`src/rtl/tws_pkg.sv`:
```
`timescale 1ns / 1ps
// ----------------------------------------------------------------------------
// Three-wire bus sniffer package
// Widths, register indexes and shared types for the byte sniffer.
// ----------------------------------------------------------------------------
package tws_pkg;

  localparam int RUN_W   = 24;
  localparam int THR_W   = 24;
  localparam int BYTE_W  = 8;
  localparam int BITCNT_W = 4;
  localparam int CMP_W   = (RUN_W > THR_W) ? RUN_W : THR_W;
  localparam int CFG_W   = 24;
  localparam int CFG_IDX_W = 1;

  localparam logic [THR_W-1:0]  THRESHOLD_RESET = THR_W'(40000);
  localparam logic [BYTE_W-1:0] FRAME_LEN_RESET = BYTE_W'(54);
  localparam logic [BITCNT_W-1:0] BITS_PER_BYTE = BITCNT_W'(8);

  localparam logic [CFG_IDX_W-1:0] REG_IDLE_THRESHOLD = 1'b0;
  localparam logic [CFG_IDX_W-1:0] REG_FRAME_LENGTH   = 1'b1;

  typedef struct packed {
    logic [THR_W-1:0]  idle_threshold;
    logic [BYTE_W-1:0] frame_length;
  } cfg_t;

  typedef struct packed {
    logic              last_of_frame;
    logic [BYTE_W-1:0] byte_index;
    logic [BYTE_W-1:0] byte_value;
  } res_t;

endpackage

```
`src/rtl/tws_regs.sv`:
```
`timescale 1ns / 1ps
// ----------------------------------------------------------------------------
// Configuration registers
// Holds the idle threshold and the frame length.
// ----------------------------------------------------------------------------
module tws_regs (
  input  logic                          clk,
  input  logic                          rst_n,
  input  logic                          cfg_we,
  input  logic [tws_pkg::CFG_IDX_W-1:0] cfg_index,
  input  logic [tws_pkg::CFG_W-1:0]     cfg_wdata,
  output tws_pkg::cfg_t                 cfg
);
  import tws_pkg::*;

  cfg_t cfg_r;
  cfg_t cfg_nxt;

  always_comb begin
    cfg_nxt = cfg_r;
    if (cfg_we) begin
      case (cfg_index)
        REG_IDLE_THRESHOLD: cfg_nxt.idle_threshold = cfg_wdata[THR_W-1:0];
        REG_FRAME_LENGTH:   cfg_nxt.frame_length   = cfg_wdata[BYTE_W-1:0];
        default:            cfg_nxt = cfg_r;
      endcase
    end
  end

  always_ff @(posedge clk) begin
    if (!rst_n) begin
      cfg_r.idle_threshold <= THRESHOLD_RESET;
      cfg_r.frame_length   <= FRAME_LEN_RESET;
    end else begin
      cfg_r <= cfg_nxt;
    end
  end

  assign cfg = cfg_r;

endmodule

```
`src/rtl/tws_capture.sv`:
```
`timescale 1ns / 1ps
// ----------------------------------------------------------------------------
// Strobe run tracking and bit capture
// Detects frame starts and assembles bytes, one wire sample per request.
// ----------------------------------------------------------------------------
module tws_capture (
  input  logic          clk,
  input  logic          rst_n,
  input  tws_pkg::cfg_t cfg,
  input  logic          smp_en,
  input  logic          strobe_level,
  input  logic          clock_level,
  input  logic          data_level,
  output logic          res_valid,
  output tws_pkg::res_t res
);
  import tws_pkg::*;

  logic                strobe_prev_r, strobe_prev_nxt;
  logic                clock_prev_r, clock_prev_nxt;
  logic [RUN_W-1:0]    run_r, run_nxt;
  logic                capturing_r, capturing_nxt;
  logic [BYTE_W-1:0]   shift_r, shift_nxt;
  logic [BITCNT_W-1:0] bit_cnt_r, bit_cnt_nxt;
  logic [BYTE_W-1:0]   byte_cnt_r, byte_cnt_nxt;
  logic                frame_start;
  logic                last;

  always_comb begin
    strobe_prev_nxt = strobe_level;
    clock_prev_nxt  = clock_level;
    capturing_nxt   = capturing_r;
    shift_nxt       = shift_r;
    bit_cnt_nxt     = bit_cnt_r;
    byte_cnt_nxt    = byte_cnt_r;
    res_valid       = 1'b0;
    res             = '0;
    last            = 1'b0;
    frame_start     = !strobe_level && strobe_prev_r &&
                      (CMP_W'(run_r) > CMP_W'(cfg.idle_threshold));

    if (strobe_level) begin
      if (strobe_prev_r) begin
        run_nxt = (run_r == {RUN_W{1'b1}}) ? run_r : run_r + RUN_W'(1);
      end else begin
        run_nxt = '0;
      end
    end else begin
      run_nxt = '0;
    end

    if (frame_start) begin
      capturing_nxt = 1'b1;
      shift_nxt     = '0;
      bit_cnt_nxt   = '0;
      byte_cnt_nxt  = '0;
    end

    if (capturing_nxt && clock_level && !clock_prev_r) begin
      shift_nxt   = shift_nxt | (BYTE_W'(data_level) << bit_cnt_nxt[2:0]);
      bit_cnt_nxt = bit_cnt_nxt + BITCNT_W'(1);
      if (bit_cnt_nxt >= BITS_PER_BYTE) begin
        last = ({1'b0, byte_cnt_nxt} + 9'd1) >= {1'b0, cfg.frame_length};
        res_valid         = 1'b1;
        res.byte_value    = shift_nxt;
        res.byte_index    = byte_cnt_nxt;
        res.last_of_frame = last;
        byte_cnt_nxt      = byte_cnt_nxt + BYTE_W'(1);
        bit_cnt_nxt       = '0;
        shift_nxt         = '0;
        if (last) begin
          capturing_nxt = 1'b0;
        end
      end
    end
  end

  always_ff @(posedge clk) begin
    if (!rst_n) begin
      strobe_prev_r <= 1'b0;
      clock_prev_r  <= 1'b0;
      run_r         <= '0;
      capturing_r   <= 1'b0;
      shift_r       <= '0;
      bit_cnt_r     <= '0;
      byte_cnt_r    <= '0;
    end else if (smp_en) begin
      strobe_prev_r <= strobe_prev_nxt;
      clock_prev_r  <= clock_prev_nxt;
      run_r         <= run_nxt;
      capturing_r   <= capturing_nxt;
      shift_r       <= shift_nxt;
      bit_cnt_r     <= bit_cnt_nxt;
      byte_cnt_r    <= byte_cnt_nxt;
    end
  end

  // Between requests a byte is never left complete in the shift register.
  a_bit_cnt_below_byte: assert property (@(posedge clk) disable iff (!rst_n)
    bit_cnt_r < BITS_PER_BYTE)
    else $error("bit count reached a full byte between samples");

  // Partial bits are only held while a frame is being captured.
  a_idle_clean: assert property (@(posedge clk) disable iff (!rst_n)
    !capturing_r |-> (bit_cnt_r == '0 && shift_r == '0))
    else $error("partial byte held outside a frame");

  // A result is only produced on a clock rising edge inside a frame.
  a_result_on_edge: assert property (@(posedge clk) disable iff (!rst_n)
    res_valid |-> (capturing_nxt || res.last_of_frame) && clock_level && !clock_prev_r)
    else $error("byte emitted without a clock rising edge");

endmodule

```
`src/rtl/tws_out_fifo.sv`:
```
`timescale 1ns / 1ps
// ----------------------------------------------------------------------------
// Result buffer
// Two-entry buffer that decouples result delivery from sample intake.
// ----------------------------------------------------------------------------
module tws_out_fifo (
  input  logic          clk,
  input  logic          rst_n,
  input  logic          push,
  input  tws_pkg::res_t push_data,
  output logic          full,
  output logic          out_tvalid,
  input  logic          out_tready,
  output tws_pkg::res_t out_data
);
  import tws_pkg::*;

  res_t       mem_r [2];
  logic       wr_ptr_r, wr_ptr_nxt;
  logic       rd_ptr_r, rd_ptr_nxt;
  logic [1:0] count_r, count_nxt;
  logic       pop;

  assign pop        = out_tvalid && out_tready;
  assign out_tvalid = (count_r != 2'd0);
  assign full       = (count_r == 2'd2);
  assign out_data   = mem_r[rd_ptr_r];

  always_comb begin
    wr_ptr_nxt = push ? !wr_ptr_r : wr_ptr_r;
    rd_ptr_nxt = pop ? !rd_ptr_r : rd_ptr_r;
    count_nxt  = count_r + 2'(push) - 2'(pop);
  end

  always_ff @(posedge clk) begin
    if (push) begin
      mem_r[wr_ptr_r] <= push_data;
    end
  end

  always_ff @(posedge clk) begin
    if (!rst_n) begin
      wr_ptr_r <= 1'b0;
      rd_ptr_r <= 1'b0;
      count_r  <= 2'd0;
    end else begin
      wr_ptr_r <= wr_ptr_nxt;
      rd_ptr_r <= rd_ptr_nxt;
      count_r  <= count_nxt;
    end
  end

  a_no_overflow: assert property (@(posedge clk) disable iff (!rst_n)
    push |-> !full)
    else $error("result written into a full buffer");

  a_count_range: assert property (@(posedge clk) disable iff (!rst_n)
    count_r <= 2'd2)
    else $error("buffer count out of range");

  a_ptr_match: assert property (@(posedge clk) disable iff (!rst_n)
    (count_r == 2'd0 || count_r == 2'd2) |-> (wr_ptr_r == rd_ptr_r))
    else $error("buffer pointers disagree with count");

endmodule

```
`src/rtl/three_wire_bus_byte_sniffer.sv`:
```
`timescale 1ns / 1ps
// ----------------------------------------------------------------------------
// Three-wire bus byte sniffer
// Passive capture of LSB-first bytes from strobe, clock and data samples.
// ----------------------------------------------------------------------------
// Each request carries one sample of the three wires, and a new sample is
// accepted every clock while in_tready is high. A byte completed by a sample
// is registered into a two-entry buffer that feeds the result channel;
// in_tready falls only when both buffer entries are waiting. A frame
// starts on a strobe falling edge after a high run longer than idle_threshold
// and ends after frame_length bytes, the last one flagged with out_tlast.
// ----------------------------------------------------------------------------
module three_wire_bus_byte_sniffer (
  input  logic                          clk,
  input  logic                          rst_n,
  input  logic                          in_tvalid,
  output logic                          in_tready,
  input  logic [7:0]                    in_tdata,   // strobe_level, clock_level, data_level
  output logic                          out_tvalid,
  input  logic                          out_tready,
  output logic [15:0]                   out_tdata,  // byte_value, byte_index
  output logic                          out_tlast,
  input  logic                          cfg_we,
  input  logic [tws_pkg::CFG_IDX_W-1:0] cfg_index,
  input  logic [tws_pkg::CFG_W-1:0]     cfg_wdata
);
  import tws_pkg::*;

  cfg_t cfg;
  res_t res;
  res_t out_res;
  logic res_valid;
  logic full;
  logic smp_en;

  assign in_tready = !full;
  assign smp_en    = in_tvalid && in_tready;

  tws_regs u_regs (
    .clk       (clk),
    .rst_n     (rst_n),
    .cfg_we    (cfg_we),
    .cfg_index (cfg_index),
    .cfg_wdata (cfg_wdata),
    .cfg       (cfg)
  );

  tws_capture u_capture (
    .clk          (clk),
    .rst_n        (rst_n),
    .cfg          (cfg),
    .smp_en       (smp_en),
    .strobe_level (in_tdata[0]),
    .clock_level  (in_tdata[1]),
    .data_level   (in_tdata[2]),
    .res_valid    (res_valid),
    .res          (res)
  );

  tws_out_fifo u_out_fifo (
    .clk        (clk),
    .rst_n      (rst_n),
    .push       (smp_en && res_valid),
    .push_data  (res),
    .full       (full),
    .out_tvalid (out_tvalid),
    .out_tready (out_tready),
    .out_data   (out_res)
  );

  assign out_tdata = {out_res.byte_index, out_res.byte_value};
  assign out_tlast = out_res.last_of_frame;

endmodule
```
`config.mk`:
```
export PLATFORM = sky130hd
export DESIGN_NAME = three_wire_bus_byte_sniffer
export DESIGN_NICKNAME = d
export VERILOG_FILES = /design/src/rtl/tws_pkg.sv /design/src/rtl/tws_regs.sv /design/src/rtl/tws_capture.sv /design/src/rtl/tws_out_fifo.sv /design/src/rtl/three_wire_bus_byte_sniffer.sv
export SDC_FILE = /design/constraint.sdc
export NUM_CORES = 1
export LEC_CHECK = 0
export ABC_AREA = 1
export BUFFER_PORTS_ARGS = -buffer_cell sky130_fd_sc_hd__buf_2
export CAP_MARGIN = 40
export CORE_UTILIZATION = 49
export CTS_CLUSTER_DIAMETER = 100
export CTS_CLUSTER_SIZE = 30
export DETAILED_ROUTE_END_ITERATION = 7
export HOLD_SLACK_MARGIN = 0.12
export PLACE_DENSITY = 0.7
export SYNTH_ARGS = -nofsm -noshare
export SYNTH_HDL_FRONTEND = slang
export SYNTH_SLANG_ARGS = --single-unit
```
`constraint.sdc`:
```
create_clock -name clk -period 3.2 [get_ports clk]
set_clock_uncertainty 0.15 [all_clocks]
set_input_delay 0.16 -clock clk [delete_from_list [all_inputs] [get_ports clk]]
set_output_delay 0.16 -clock clk [all_outputs]
set_load 0.005 [all_outputs]
```
* Word-level counts from Yosys, hierarchy flattened
Memories as Yosys holds them, arrays and structs flattened. A register that Yosys moved wholly into a read port is not among the register bits. Cells that the tools add are included.
Storage, ports and cells: flip-flop bits (word level) 83, bits in writable memories 34, bits of input ports 38, output and inout bits 19, word-level logic and storage cells 68, memories 1
Memories:
- u_out_fifo.mem_r | words 2, width 17, rd ports 1, clocked after Yosys merged registers in 1, write ports 1, RTL line tws_out_fifo.sv:18 | res_t mem_r [2];
Cells by class: add/sub/neg operators 6, magnitude comparators 3, eq/ne operators 3, shift-type cells 1, muxes and demuxes 24, bitwise gates (word level) 2, reduce and logical (&&, ||, !) cells 16
Operator list (count):
- 24-bit two-way mux | 3
- 8-bit two-way mux | 6
- 17-bit two-way mux | 2
- 24-bit by 1-bit adder with 24-bit output, second input constant | 1
- 24-bit == test, second input constant | 1
- 24-bit greater-than comparator | 1
- 4-bit two-way mux | 3
- 1-bit two-way mux | 10
- 8-bit by 1-bit adder with 9-bit output, second input constant | 1
- 9-bit by 8-bit greater-or-equal comparator with 1-bit output | 1
- 8-bit by 1-bit adder with 8-bit output, second input constant | 1
- 8-bit OR | 1
- 1-bit by 3-bit left shift with 8-bit output | 1
- 1-bit logical AND | 7
- 2-bit AND reduction | 3
- 1-bit logical NOT | 5
- 4-bit by 1-bit adder with 4-bit output, second input constant | 1
- 4-bit greater-or-equal comparator, second input constant | 1
- 3-bit inequality test, second input constant | 1
- 2-bit by 1-bit adder with 2-bit output | 1
- 2-bit == test, second input constant | 1
- 2-bit nonzero test | 1
- 2-bit by 1-bit subtractor with 2-bit output | 1
- 1-bit NOT | 1

* Depth between registers and ports, before layout
word-level depth 11, depth in mapped cells 29, depth with buffers taken out 28

* Hierarchy
From an unflattened synthesis, not the netlist that was laid out.
Unflattened totals: cell total of the unflattened synthesis 845, area, all modules 6434.9 um^2
By module, submodules not included:
- tws_capture | times used 1, cells an instance 570, area an instance 3622.2 um^2, sequential area each 940.9 um^2
- tws_out_fifo | times used 1, cells an instance 89, area an instance 1519.0 um^2, sequential area each 1121.1 um^2
- tws_regs | times used 1, cells an instance 181, area an instance 1270.0 um^2, sequential area each 640.6 um^2
- three_wire_bus_byte_sniffer | times used 1, cells an instance 5, area an instance 23.8 um^2, sequential area each 0.0 um^2

* Worst setup path after synthesis
OpenSTA, ideal clock, no wires.
path type register to register, start point register u_regs.cfg_r, in the netlist u_regs.cfg[31], end point memory u_out_fifo.mem_r[0][16] in the netlist's numbering (data pin), arrival 2.635 ns, required time 2.784 ns, setup slack 0.148 ns, stages on the path, launching flop included 23, clock period less this slack 3.052 ns, path through dfxtp_1 inv_1 ha_1 nand2_1 nor2_2 nand3_2 nor2_1 nand2_1 nand3_2 nand2_4 buf_12 buf_6 a21oi_1 nor2_1 ha_1 a21oi_1 o221ai_1 nand2_1 nand2_1 nand2_1 nand2_1 o21ai_0 o21ai_2
RTL lines:
- start: declaration | RTL line tws_regs.sv:16 | cfg_t cfg_r;
- start signal: assignment | RTL line tws_regs.sv:35 | cfg_r <= cfg_nxt;
- end: declaration | RTL line tws_out_fifo.sv:18

==> metrics.txt <==
Syn-to-layout area delta 40.13%; CP peak stage delay about 300 ps; crit-path most repeated cell nand2_1; Std-Cell Rows 41; Core Area ~13000 sq um; Die Ht about 120 um; Startpoint Class flop; EDFF count, synth 34; DRT iter0 DRCs 417; leakage power roughly 3.5 nW; Slowest cell on crit path dfxtp_1; top cell type's share of synthesized area between 20% and 30%; H-tree depth 4; Pre-antenna DRT Iters 8; Cells after Synth about 780; number of I/O pins between 50 and 60; FILL cells slightly below 900; CTS tree yes; initial antenna violation count 0; Ys Warns 0; setup TNS -41.31 ps; DP Worst Slack -268.0 ps; clock sink count around 120; most frequent cells in the layout nand2_1 (132), inv_1 (84), a21oi_1 (73); syn nets between 800 and 900; CTS Buf Count 17; compound-gate portion of the synthesized area 14.56%; Adder-Cell Fraction of Synth Area approximately 7.4%; flip-flop and latch area roughly 2700 sq um; Synth Flop Type dfxtp_1; VDD IR max ~0.33 mV; Min-Delay Path Class in2reg; register area share after synthesis a little over two fifths; Starting Density between 50% and 60%; main combinational cell family by area after synthesis simple AND/OR/NAND/NOR gates; Syn Area/Cell roughly 8 sq um; n_diodes 0; fin crit share 100.6%; Max Freq approximately 310 MHz; synth top area cells dfxtp_1 (27%), edfxtp_1 (16%), nand2_1 (8.5%); crit path kind reg2reg; Clock Pin Slew Worst Setup and Hold Paths about 60 ps; Die X between 100 and 150 um; worst-path cell chain inv_1 > ha_4 > nand2_1 > inv_2 > nand2_1 > nand2_1 > nand2_1 > nand2_2 > nand2_2 > nand3_4 > nand2_8 > nand4_4 > nor2_4 > a21oi_2 > nor2_1 > ha_1 > nand4_1 > o221ai_1 > nand2_1 > nand2_1 > nand2_1 > nand2_1 > o21ai_2 > o21ai_2; RSZ-0062 raised after global routing true; die area about 13000 sq um; failing checks DRC, setup timing; mux cell area share after synthesis roughly 3.0%; Avg WL per Cell 15.59 um; Root Buffer clkbuf_16; worst path required time between 3000 and 4000 ps; status finished with violations; Final Wtd Congestion just over 0.9; placed instance area approximately 7200 sq um; layout cells sized above 1 about 34%; Global Route Usage Sum 25.27%; DRC viols 2; post-synthesis async set-or-reset flop share 0%; multi-input combinational cell area approximately 3500 sq um; relative slew slack 43.97%; IO Port Bufs 51; DR vias/cell approximately 5.3; number of global-route vias before repair roughly 5800; Max-cap violations 0; endpoints failing hold 0; Pwr per Cell Area roughly 450 nW/um^2; Critical Path Fanout Max 7; Yosys cell types 48; Slew @ Worst Pin about 840 ps; Critical path buffers and inverters 2; GRT overflow 0; most common cell after layout, fill and taps aside nand2_1; # nets final about 1000; Max clock buf depth 2; final worst slack -20.72 ps; final WL ~18 mm; pin count of the biggest net entering global routing 45; min Tclk post-route between 3000 and 4000 ps; Slew Viols, Final 0; Cell Area, Synth between 6000 and 7000 sq um; first-pass GRT wire length 25.67 mm; Worst setup EP type flop; fraction of synthesized cell area in xor and xnor cells less than 1%; Synth area leader dfxtp_1; Final setup viols 2; crit path DAT 3250 ps; cell family with most CP delay simple AND/OR/NAND/NOR gates; Finished Cell Area between 8000 and 9000 sq um; Post-DP HPWL roughly 11 mm; clock latency at the later pin of the worst-skew pair roughly 430 ps; post-synthesis register bit count roughly 120; simple logic cell fraction of the synthesized area a little under a quarter; Final ANT Viol Nets 0; routed vias 6000
[metrics by stage]
step	hold slack [ps]	cells	power (mW)	utilization, %
after global routing	178.1	1126	4.041	70.11
after global placement	230.0	1044	1.812	57.14
after detailed placement	241.2	1044	1.822	57.14
after floorplan	140.4	775	1.735	-
final	142.6	1126	3.936	70.11
after CTS	129.5	1123	3.890	66.69
[logic make-up (layout without fill, tap and decap cells)]
kind of cell	Yosys count	in the layout
and+or+nand+nor	299	299
AOI/OAI and AO/OA	163	163
buffers and inverters	137	316
DFF	118	118
adders and majority gates	37	37
muxes	17	17
xor gates and xnor gates	4	4
[layer usage]
metal | share of wire (%) | track usage [%]
met1 | 38 | 25.89
met2 | 53 | 46.87
met3 | 4.6 | 5.851
met4 | 4.2 | 14.89
met5 | 0 | 0
[worst paths after layout]
check / from / to / slack (ps) / cells past startpoint
min: rst_n / u_out_fifo.count_r[0]$_SDFF_PN0_ / 140 / 4
max reg2reg: u_regs.cfg[19]$_SDFFE_PN1P_ / u_out_fifo.mem_r[0][16]$_DFFE_PP_ / -20 / 24
max: u_regs.cfg[19]$_SDFFE_PN1P_ / u_out_fifo.mem_r[0][16]$_DFFE_PP_ / -20 / 24
min reg2reg: u_out_fifo.rd_ptr_r$_SDFFE_PN0P_ / u_out_fifo.rd_ptr_r$_SDFFE_PN0P_ / 310 / 1
[tightest hold or removal path, stage by stage]
cell,delay [ps]
buf_2,90
buf_4,260
nand2_1,110
inv_1,30
[power by group]
part	switching, mW	leakage [nW]	internal, mW
Sequential	0.0148	0.936	1.56
Combinational	0.178	2.22	0.149
Clock	0.724	0.303	1.31
[registers in the layout, indices dropped and copies added, names as in the netlist, named ones only]
| register | cells |
|---|---|
| u_out_fifo.mem_r | 34 |
| u_regs.cfg | 32 |
| u_capture.run_r | 24 |
| u_capture.byte_cnt_r | 8 |
| u_capture.shift_r | 8 |
| u_capture.bit_cnt_r | 4 |
| u_out_fifo.count_r | 2 |
| u_capture.capturing_r | 1 |
| u_capture.clock_prev_r | 1 |
| u_capture.strobe_prev_r | 1 |
| u_out_fifo.rd_ptr_r | 1 |
| u_out_fifo.wr_ptr_r | 1 |
[cells in the mapped netlist, types with 2 or more instances]
cell type    n
clkbuf_1    13
o21ai_1      9
a21oi_1     83
nor2_4       6
nor2_1      66
nand2_4      5
nand4_4      2
o211ai_1     9
nand3_2      3
nand3_1     18
inv_2        5
a31oi_1      3
inv_1      107
clkinv_1     3
edfxtp_1    34
a211oi_1     2
o21ai_0     40
buf_6        2
a21o_1       2
buf_2        3
dfxtp_1     84
nand4_1     13
and2_1       2
mux2_2      17
xor2_1       4
nand2_2     13
nor4_1       2
nor3_1      15
nand2_1    143
ha_1        37
o21ai_2      8
nor2_2       6
[timing repair]
item / 4_1_cts / 5_1_grt
resized for setup: 30 / 86
hold buffers: 43 / 0
cloned: 0 / 0
endpoints found under the setup margin: 4 / 4
hold endpoints to repair: 43 / 0
pin swaps: 21 / 46
buffers inserted: 5 / 2
[layout make-up]
class                      count  share of cell area, %
timing repair buffer         167                  14.84
clock inverter                14                  2.286
tap                          172                  2.442
clock buffer                  18                  4.870
multi-input combinational    520                  39.50
sequential                   118                  31.01
inverter                     117                  5.055
(Power assumes the default switching activity.)
